`src/design/bbhf_pkg.sv`:
```
// ----------------------------------------------------------------------------
// bbhf_pkg
// Types, register indexes and reset values for the battery band filter.
// ----------------------------------------------------------------------------
package bbhf_pkg;

  localparam int unsigned TIME_BITS_DEF = 32;

  localparam int unsigned PCT_W  = 7;
  localparam int unsigned RAW_W  = 8;
  localparam int unsigned MS_W   = 32;
  localparam int unsigned BAND_W = 3;
  localparam int unsigned IDX_W  = 3;

  localparam logic [PCT_W-1:0] BAND_FOUR_ENTER_RST  = 7'd75;
  localparam logic [PCT_W-1:0] BAND_THREE_ENTER_RST = 7'd50;
  localparam logic [PCT_W-1:0] BAND_TWO_ENTER_RST   = 7'd25;
  localparam logic [PCT_W-1:0] HYSTERESIS_RST       = 7'd3;
  localparam logic [MS_W-1:0]  HOLDOVER_RST         = 32'd15000;
  localparam logic [MS_W-1:0]  FULL_CONFIRM_RST     = 32'd5000;
  localparam logic [RAW_W-1:0] PCT_MAX              = 8'd100;

  localparam logic [BAND_W-1:0] BAND_NONE  = 3'd0;
  localparam logic [BAND_W-1:0] BAND_ONE   = 3'd1;
  localparam logic [BAND_W-1:0] BAND_TWO   = 3'd2;
  localparam logic [BAND_W-1:0] BAND_THREE = 3'd3;
  localparam logic [BAND_W-1:0] BAND_FOUR  = 3'd4;

  typedef enum logic [IDX_W-1:0] {
    REG_BAND_FOUR_ENTER  = 3'd0,
    REG_BAND_THREE_ENTER = 3'd1,
    REG_BAND_TWO_ENTER   = 3'd2,
    REG_HYSTERESIS       = 3'd3,
    REG_HOLDOVER_MS      = 3'd4,
    REG_FULL_CONFIRM_MS  = 3'd5
  } cfg_reg_e;

  typedef struct packed {
    logic             sample_valid;
    logic [RAW_W-1:0] percent_in;
    logic             batt_found;
    logic             ext_pwr;
    logic             charging_in;
    logic             chg_term;
    logic [MS_W-1:0]  now_ms;
  } in_item_t;

  typedef struct packed {
    logic              available;
    logic [BAND_W-1:0] band;
    logic              charging_out;
    logic              full_res;
    logic              batt_low;
    logic [PCT_W-1:0]  percent_out;
  } out_item_t;

endpackage

```
`src/design/battery_band_hysteresis_filter_core.sv`:
```
// ----------------------------------------------------------------------------
// battery_band_hysteresis_filter_core
// Maps power samples to a filtered battery view with band hysteresis.
// ----------------------------------------------------------------------------
// Usage:
//   Input channel (in_valid_i / in_stall_o / in_item_i) carries one power
//   sample per item; output channel (out_valid_o / out_stall_i / out_item_o)
//   carries one battery view per sample, in order.
//   Configuration writes use cfg_valid_i / cfg_ready_o with a register index
//   and 32-bit data; ready is always high. Write only while the block is idle.
//   Each item passes through the input register, then the result register.
//   Throughput: one item per cycle while the receiver does not stall; the
//   filter state is updated in the same cycle the item moves into the
//   result register.
//   When the receiver stalls, the result register holds its item and the
//   input register still takes one more item; further items see in_stall_o.
//   Reset clears both registers' valid flags, the filter state and loads
//   the default thresholds and times.
//   Timestamps are compared modulo 2^TIME_BITS.
// ----------------------------------------------------------------------------
module battery_band_hysteresis_filter_core #(
  parameter int unsigned TIME_BITS = bbhf_pkg::TIME_BITS_DEF
) (
  input  logic                            clk_i,
  input  logic                            rst_ni,
  input  logic                            in_valid_i,
  output logic                            in_stall_o,
  input  bbhf_pkg::in_item_t              in_item_i,
  output logic                            out_valid_o,
  input  logic                            out_stall_i,
  output bbhf_pkg::out_item_t             out_item_o,
  input  logic                            cfg_valid_i,
  output logic                            cfg_ready_o,
  input  logic [bbhf_pkg::IDX_W-1:0]      cfg_index_i,
  input  logic [bbhf_pkg::MS_W-1:0]       cfg_data_i
);
  import bbhf_pkg::*;

  localparam int unsigned CMP_W = (TIME_BITS > MS_W) ? TIME_BITS : MS_W;

  // configuration
  logic [PCT_W-1:0] thr_four_q, thr_three_q, thr_two_q, hyst_q;
  logic [MS_W-1:0]  holdover_q, confirm_q;

  // pipeline
  logic      in_valid_q, out_valid_q, out_free, proc;
  in_item_t  in_q;
  out_item_t out_q;

  // filter state
  logic [BAND_W-1:0]    band_q, band_d;
  logic                 full_conf_q, full_conf_d;
  logic                 full_pend_q, full_pend_d;
  logic [TIME_BITS-1:0] pend_since_q, pend_since_d;
  logic                 held_valid_q, held_valid_d;
  out_item_t            held_view_q, held_view_d;
  logic [TIME_BITS-1:0] held_time_q, held_time_d;
  out_item_t            res;

  logic [TIME_BITS-1:0] now_t, hold_elapsed, pend_elapsed;
  logic                 bad, hold_ok, charging, low, full_cond;
  logic [RAW_W-1:0]     floor_four, floor_three, floor_two;
  logic [BAND_W-1:0]    band_pick;

  assign cfg_ready_o = 1'b1;

  always_ff @(posedge clk_i or negedge rst_ni) begin
    if (!rst_ni) begin
      thr_four_q  <= BAND_FOUR_ENTER_RST;
      thr_three_q <= BAND_THREE_ENTER_RST;
      thr_two_q   <= BAND_TWO_ENTER_RST;
      hyst_q      <= HYSTERESIS_RST;
      holdover_q  <= HOLDOVER_RST;
      confirm_q   <= FULL_CONFIRM_RST;
    end else if (cfg_valid_i) begin
      unique case (cfg_index_i)
        REG_BAND_FOUR_ENTER:  thr_four_q  <= cfg_data_i[PCT_W-1:0];
        REG_BAND_THREE_ENTER: thr_three_q <= cfg_data_i[PCT_W-1:0];
        REG_BAND_TWO_ENTER:   thr_two_q   <= cfg_data_i[PCT_W-1:0];
        REG_HYSTERESIS:       hyst_q      <= cfg_data_i[PCT_W-1:0];
        REG_HOLDOVER_MS:      holdover_q  <= cfg_data_i;
        REG_FULL_CONFIRM_MS:  confirm_q   <= cfg_data_i;
        default: ;
      endcase
    end
  end

  assign out_free   = !out_valid_q || !out_stall_i;
  assign proc       = in_valid_q && out_free;
  assign in_stall_o = in_valid_q && !out_free;

  always_ff @(posedge clk_i or negedge rst_ni) begin
    if (!rst_ni) begin
      in_valid_q  <= 1'b0;
      out_valid_q <= 1'b0;
    end else begin
      if (!in_stall_o) in_valid_q <= in_valid_i;
      if (out_free)    out_valid_q <= in_valid_q;
    end
  end

  always_ff @(posedge clk_i) begin
    if (in_valid_i && !in_stall_o) in_q <= in_item_i;
    if (proc) out_q <= res;
  end

  assign out_valid_o = out_valid_q;
  assign out_item_o  = out_q;

  // band selection
  assign floor_four  = (thr_four_q > hyst_q)  ? {1'b0, thr_four_q - hyst_q}  : '0;
  assign floor_three = (thr_three_q > hyst_q) ? {1'b0, thr_three_q - hyst_q} : '0;
  assign floor_two   = (thr_two_q > hyst_q)   ? {1'b0, thr_two_q - hyst_q}   : '0;

  always_comb begin
    priority if (in_q.percent_in >= {1'b0, thr_four_q}) begin
      band_pick = BAND_FOUR;
    end else if (band_q == BAND_FOUR && in_q.percent_in >= floor_four) begin
      band_pick = BAND_FOUR;
    end else if (in_q.percent_in >= {1'b0, thr_three_q}) begin
      band_pick = BAND_THREE;
    end else if ((band_q == BAND_FOUR || band_q == BAND_THREE) &&
                 in_q.percent_in >= floor_three) begin
      band_pick = BAND_THREE;
    end else if (in_q.percent_in >= {1'b0, thr_two_q}) begin
      band_pick = BAND_TWO;
    end else if ((band_q == BAND_FOUR || band_q == BAND_THREE || band_q == BAND_TWO) &&
                 in_q.percent_in >= floor_two) begin
      band_pick = BAND_TWO;
    end else begin
      band_pick = BAND_ONE;
    end
  end

  assign now_t        = TIME_BITS'(in_q.now_ms);
  assign hold_elapsed = now_t - held_time_q;
  assign pend_elapsed = now_t - pend_since_q;
  assign bad          = !in_q.sample_valid || (in_q.percent_in > PCT_MAX);
  assign hold_ok      = held_valid_q && (CMP_W'(hold_elapsed) <= CMP_W'(holdover_q));
  assign charging     = in_q.ext_pwr && (in_q.charging_in || in_q.chg_term);
  assign low          = (in_q.percent_in < {1'b0, thr_two_q}) && !charging;
  assign full_cond    = in_q.ext_pwr && in_q.chg_term;

  always_comb begin
    band_d       = band_q;
    full_conf_d  = full_conf_q;
    full_pend_d  = full_pend_q;
    pend_since_d = pend_since_q;
    held_valid_d = held_valid_q;
    held_view_d  = held_view_q;
    held_time_d  = held_time_q;
    res          = '0;
    if (bad) begin
      full_pend_d = 1'b0;
      if (hold_ok) begin
        res = held_view_q;
      end else begin
        held_valid_d = 1'b0;
        band_d       = BAND_NONE;
        full_conf_d  = 1'b0;
      end
    end else if (!in_q.batt_found) begin
      held_valid_d = 1'b0;
      band_d       = BAND_NONE;
      full_pend_d  = 1'b0;
      full_conf_d  = 1'b0;
    end else begin
      priority if (!full_cond) begin
        full_conf_d = 1'b0;
        full_pend_d = 1'b0;
      end else if (full_conf_q) begin
        full_pend_d = 1'b0;
      end else if (!full_pend_q) begin
        pend_since_d = now_t;
        full_pend_d  = 1'b1;
      end else if (CMP_W'(pend_elapsed) >= CMP_W'(confirm_q)) begin
        full_conf_d = 1'b1;
        full_pend_d = 1'b0;
      end else begin
        full_pend_d = 1'b1;
      end
      band_d           = full_conf_d ? BAND_FOUR : band_pick;
      res.available    = 1'b1;
      res.band         = band_d;
      res.charging_out = charging;
      res.full_res     = full_conf_d;
      res.batt_low     = low;
      res.percent_out  = in_q.percent_in[PCT_W-1:0];
      held_view_d      = res;
      held_time_d      = now_t;
      held_valid_d     = 1'b1;
    end
  end

  always_ff @(posedge clk_i or negedge rst_ni) begin
    if (!rst_ni) begin
      band_q       <= BAND_NONE;
      full_conf_q  <= 1'b0;
      full_pend_q  <= 1'b0;
      pend_since_q <= '0;
      held_valid_q <= 1'b0;
      held_view_q  <= '0;
      held_time_q  <= '0;
    end else if (proc) begin
      band_q       <= band_d;
      full_conf_q  <= full_conf_d;
      full_pend_q  <= full_pend_d;
      pend_since_q <= pend_since_d;
      held_valid_q <= held_valid_d;
      held_view_q  <= held_view_d;
      held_time_q  <= held_time_d;
    end
  end

  a_full_forces_band: assert property (@(posedge clk_i) disable iff (!rst_ni)
    out_valid_o && out_item_o.full_res |->
      out_item_o.band == BAND_FOUR && out_item_o.available)
    else $error("full view without band four");

  a_unavail_zero: assert property (@(posedge clk_i) disable iff (!rst_ni)
    out_valid_o && !out_item_o.available |-> out_item_o == '0)
    else $error("unavailable view has nonzero fields");

  a_avail_band: assert property (@(posedge clk_i) disable iff (!rst_ni)
    out_valid_o && out_item_o.available |->
      out_item_o.band != BAND_NONE && out_item_o.percent_out <= PCT_MAX[PCT_W-1:0])
    else $error("available view with bad band or percent");

  a_conf_band: assert property (@(posedge clk_i) disable iff (!rst_ni)
    full_conf_q |-> band_q == BAND_FOUR)
    else $error("confirmed full outside band four");

  a_pend_excl: assert property (@(posedge clk_i) disable iff (!rst_ni)
    full_pend_q |-> !full_conf_q)
    else $error("full pending and confirmed together");

endmodule

```
`config.mk`:
```
export PLATFORM = sky130hd
export DESIGN_NAME = battery_band_hysteresis_filter_core
export DESIGN_NICKNAME = d
export VERILOG_FILES = /design/src/design/bbhf_pkg.sv /design/src/design/battery_band_hysteresis_filter_core.sv
export SDC_FILE = /design/constraint.sdc
export NUM_CORES = 1
export LEC_CHECK = 0
export BUFFER_PORTS_ARGS = -buffer_cell sky130_fd_sc_hd__buf_2
export CAP_MARGIN = 15
export CORE_AREA = 2 2 169 171
export CTS_CLUSTER_DIAMETER = 60
export DETAILED_ROUTE_END_ITERATION = 7
export DIE_AREA = 0 0 171 173
export PLACE_DENSITY = 0.81
export SLEW_MARGIN = 40
export SYNTH_ARGS = -nofsm -noshare
export SYNTH_HDL_FRONTEND = slang
export SYNTH_SLANG_ARGS = --single-unit
```
`constraint.sdc`:
```
create_clock -name clk_i -period 6.6 [get_ports clk_i]
set_input_delay 1.32 -clock clk_i [delete_from_list [all_inputs] [get_ports clk_i]]
set_output_delay 1.32 -clock clk_i [all_outputs]
set_load 0.01 [all_outputs]
```
==> impl_metrics.env <==
export IMPL_syn_area_per_cell_um2=9.866
export IMPL_rr_worst_depth=22
export IMPL_timing_hold_worst_path_depth=1
export IMPL_initial_antenna_violation_count=0
export IMPL_cts_repair_resized=0
export IMPL_drc=0
export IMPL_clk_root_buffer_cell="clkbuf_16"
export IMPL_gpl_final_weighted_congestion=0.9431
export IMPL_detail_route_vias_per_cell=5.676
export IMPL_final_net_count=1921
export IMPL_dr_first_iter_drc_count=789
export IMPL_core_rowCount=61
export IMPL_cts_hold_buffers=0
export IMPL_final_layout_size_suffix_gt1_frac=0.1441
export IMPL_timing_worst_slew_pin_value_ns=0.7799
export IMPL_synth_seq_area_share=0.4128
export IMPL_placedInstanceArea_um2=16090
export IMPL_timing_critical_path_arrival_ns=5.93
export IMPL_worst_setup_path_start_kind="flop"
export IMPL_fill_cells=2266
export IMPL_seq_power_share=0.316
export IMPL_clock_skew_ns=0.01572
export IMPL_initial_core_util=0.5485
export IMPL_port_buffer_count=100
export IMPL_core_area_um2=27630
export IMPL_power_ir_vdd_worst_uv=250.4
export IMPL_cts_setup_buffers=0
export IMPL_route_antenna_remaining_nets=0
export IMPL_crit_path_time_final_ns=5.633
export IMPL_power_total_mw=6.246
export IMPL_hold_violations=0
export IMPL_p_sw_mw=2.305
export IMPL_timing_setup_tns_ns=0
export IMPL_cts_htree_levels=1
export IMPL_power_switching_share=0.3690
export IMPL_syn_nets=1815
export IMPL_critical_path_max_fanout=9
export IMPL_first_pass_drt_iterations=6
export IMPL_post_synth_edffs=59
export IMPL_first_pass_grt_wire_length_um=58250
export IMPL_max_cap_violations=0
export IMPL_final_period_utilization=0.8535
export IMPL_synth_seq_cells=237
export IMPL_synth_cell_area_um2=15150
export IMPL_slew_headroom=0.4746
export IMPL_place_hpwl_um=26210
export IMPL_fp_dieW_um=171
export IMPL_area_growth_syn_to_layout_pct=12.60
export IMPL_pwr_share_clk=0.252
export IMPL_largest_net_degree_at_the_start_of_global_routing=76
export IMPL_fin_ws_ns=0.9667
export IMPL_timing_worst_setup_path_type="flop to flop"
export IMPL_clock_pin_slew_on_the_worst_setup_and_hold_paths_ns=0.06
export IMPL_n_antenna_cell=0
export IMPL_worst_endpoint_required_ns=6.90
export IMPL_multi_input_area_um2=8119
export IMPL_synth_top_flop_cell="dfrtp_1"
export IMPL_ys_warnings_count=0
export IMPL_p_int_mw=3.942
export IMPL_synthCells=1536
export IMPL_first_global_vias=11535
export IMPL_globalRouteOverflowTotal=0
export IMPL_post_route_cell_area_um2=17060
export IMPL_endpoint_kind="flop"
export IMPL_worst_skew_pair_late_latency_ns=0.55
export IMPL_grt_total_usage=0.2454
export IMPL_comb_power_share=0.432
export IMPL_top_level_ports=102
export IMPL_min_delay_path_class="flop to flop"
export IMPL_outcome="finished, final reports clean"
export IMPL_dr_vias=11601
export IMPL_maxClockFrequency_ghz=0.1775
export IMPL_register_area_um2=6256
export IMPL_unrepaired_setup_endpoints_after_global_routing="no"
export IMPL_detailedPlace_worstSlack_ns=1.181
export IMPL_timing_final_setup_violations=0
export IMPL_final_util=0.6176
export IMPL_fp_dieArea_um2=29580
export IMPL_avgRoutedWirePerCell_um=17.55
export IMPL_die_extent_in_y_um=173
export IMPL_cts_path_max_buffers=3
export IMPL_cts_buffers_inserted=30
export IMPL_synthDistinctLibCells=79
export IMPL_detail_route_wirelength_um=35870
export IMPL_powerDensity_nw_per_um2=366.1
export IMPL_synthArstFlopShare=0.7511
export IMPL_report_final_slew_viol_count=0
export IMPL_cts_tree="yes"
export IMPL_clock_sink_count=237
export IMPL_power_static_leakage_nw=7.976
-- layout by cell type (no fill, tap or decap), drive strengths merged, types with 14 or more instances in the layout --
| master | instances |
|---|---|
| ha | 189 |
| inv | 180 |
| nand2 | 167 |
| dfrtp | 154 |
| o21ai | 144 |
| buf | 109 |
| a21oi | 90 |
| mux2 | 71 |
| a21o | 61 |
| edfxtp | 59 |
| nor2 | 56 |
| xnor2 | 39 |
| clkbuf | 39 |
| nor2b | 27 |
| xor2 | 26 |
| dfstp | 24 |
| nand2b | 22 |
| nand4 | 20 |
| nand3 | 17 |
| o21a | 14 |
-- per-stage QoR --
| step | hold slack, ns | std cells |
|---|---|---|
| after floorplan | 0.4354 | 1536 |
| after global placement | 0.4563 | 1988 |
| after detailed placement | 0.4602 | 1988 |
| after CTS | 0.4741 | 2044 |
| after global routing | 0.5003 | 2044 |
| final | 0.4684 | 2044 |
-- logic make-up after synthesis --
group	synth area share
AOI/OAI and AO/OA	0.1686
and+or+nand+nor	0.1120
DFF	0.4128
buffers and inverters	0.05334
adders and majority gates	0.1626
muxes	0.05276
xor gates and xnor gates	0.03757
other	0.0002475
-- power by group through the flow --
stage                     logic [mW]  registers (mW)  clock network (mW)
after floorplan                 2.03            1.95                   0
after global placement          2.54            1.98                   0
after detailed placement        2.65            1.99                   0
after CTS                       2.69            1.97                1.60
after global routing            3.06            2.00                1.67
final                           2.70            1.97                1.57
-- cell type report --
| class | instances | area share |
|---|---|---|
| Sequential cell | 237 | 0.3666 |
| Clock inverter | 17 | 0.008359 |
| Clock buffer | 39 | 0.04847 |
| Timing Repair Buffer | 109 | 0.03388 |
| Inverter | 178 | 0.03916 |
| Tap cell | 378 | 0.02772 |
| Multi-Input combinational cell | 1086 | 0.4758 |
-- Yosys cell counts (14+ instances only) --
cell	n	area, um2
nand4_1	20	125.1
ha_1	189	2365
nand2_1	167	626.9
mux2_2	45	506.7
o21a_1	14	105.1
edfxtp_1	59	1772
inv_1	178	668.1
a21o_1	59	442.9
xor2_1	26	227.7
mux2_1	26	292.8
o21ai_1	14	70.07
a21oi_1	90	450.4
nand2b_1	22	137.6
nor2b_1	26	162.7
nand3_1	17	85.08
clkbuf_1	27	101.4
dfrtp_1	154	3854
o21ai_0	130	650.6
xnor2_1	39	341.6
nor2_1	55	206.5
dfstp_2	24	630.6
-- critical path: stages (launching register included) --
cell      delay, ns
edfxtp_1       0.36
inv_1          0.13
ha_1           0.19
inv_1          0.06
fa_1           0.41
a21o_1         0.17
a21oi_1        0.26
nor2b_1        0.11
o31ai_1        0.46
a21oi_1        0.18
o41a_1         0.43
a31oi_1        0.39
nand3_1        0.15
o311ai_1       0.13
ha_1           0.31
a21o_1         0.16
a21o_1         0.18
a21oi_1        0.19
nor2_1         0.06
a31oi_1        0.14
o21ai_1        0.14
or3_1          0.54
a22o_1         0.24
-- flip-flops by register name (all words and copies together), names as in the netlist, 3 cells and up --
signal,count
pend_since_q,32
held_view_q,14
hyst_q,7
out_item_o,14
confirm_q,32
thr_two_q,7
thr_three_q,7
band_q,3
in_q,13
holdover_q,32
thr_four_q,7
now_t,32
held_time_q,32
-- routing by layer --
| layer | routed length [um] | GRT usage |
|---|---|---|
| met5 | 0 | 0 |
| met4 | 1451 | 0.09605 |
| met3 | 1793 | 0.03731 |
| met2 | 16930 | 0.4078 |
| met1 | 15700 | 0.3220 |
-- path summary, 6_finish.rpt --
check,start,endpoint,slack [ns]
hold reg to reg,held_view_q[13],held_view_q[13],0.47
hold / removal,held_view_q[13],held_view_q[13],0.47
setup reg to reg,now_t[0],out_item_o[12],0.97
max in group asynchronous,rst_ni,thr_two_q[6],4.72
setup / recovery,now_t[0],out_item_o[12],0.97
min in group asynchronous,rst_ni,pend_since_q[4],0.73
Power figures use the tool's default switching activity.
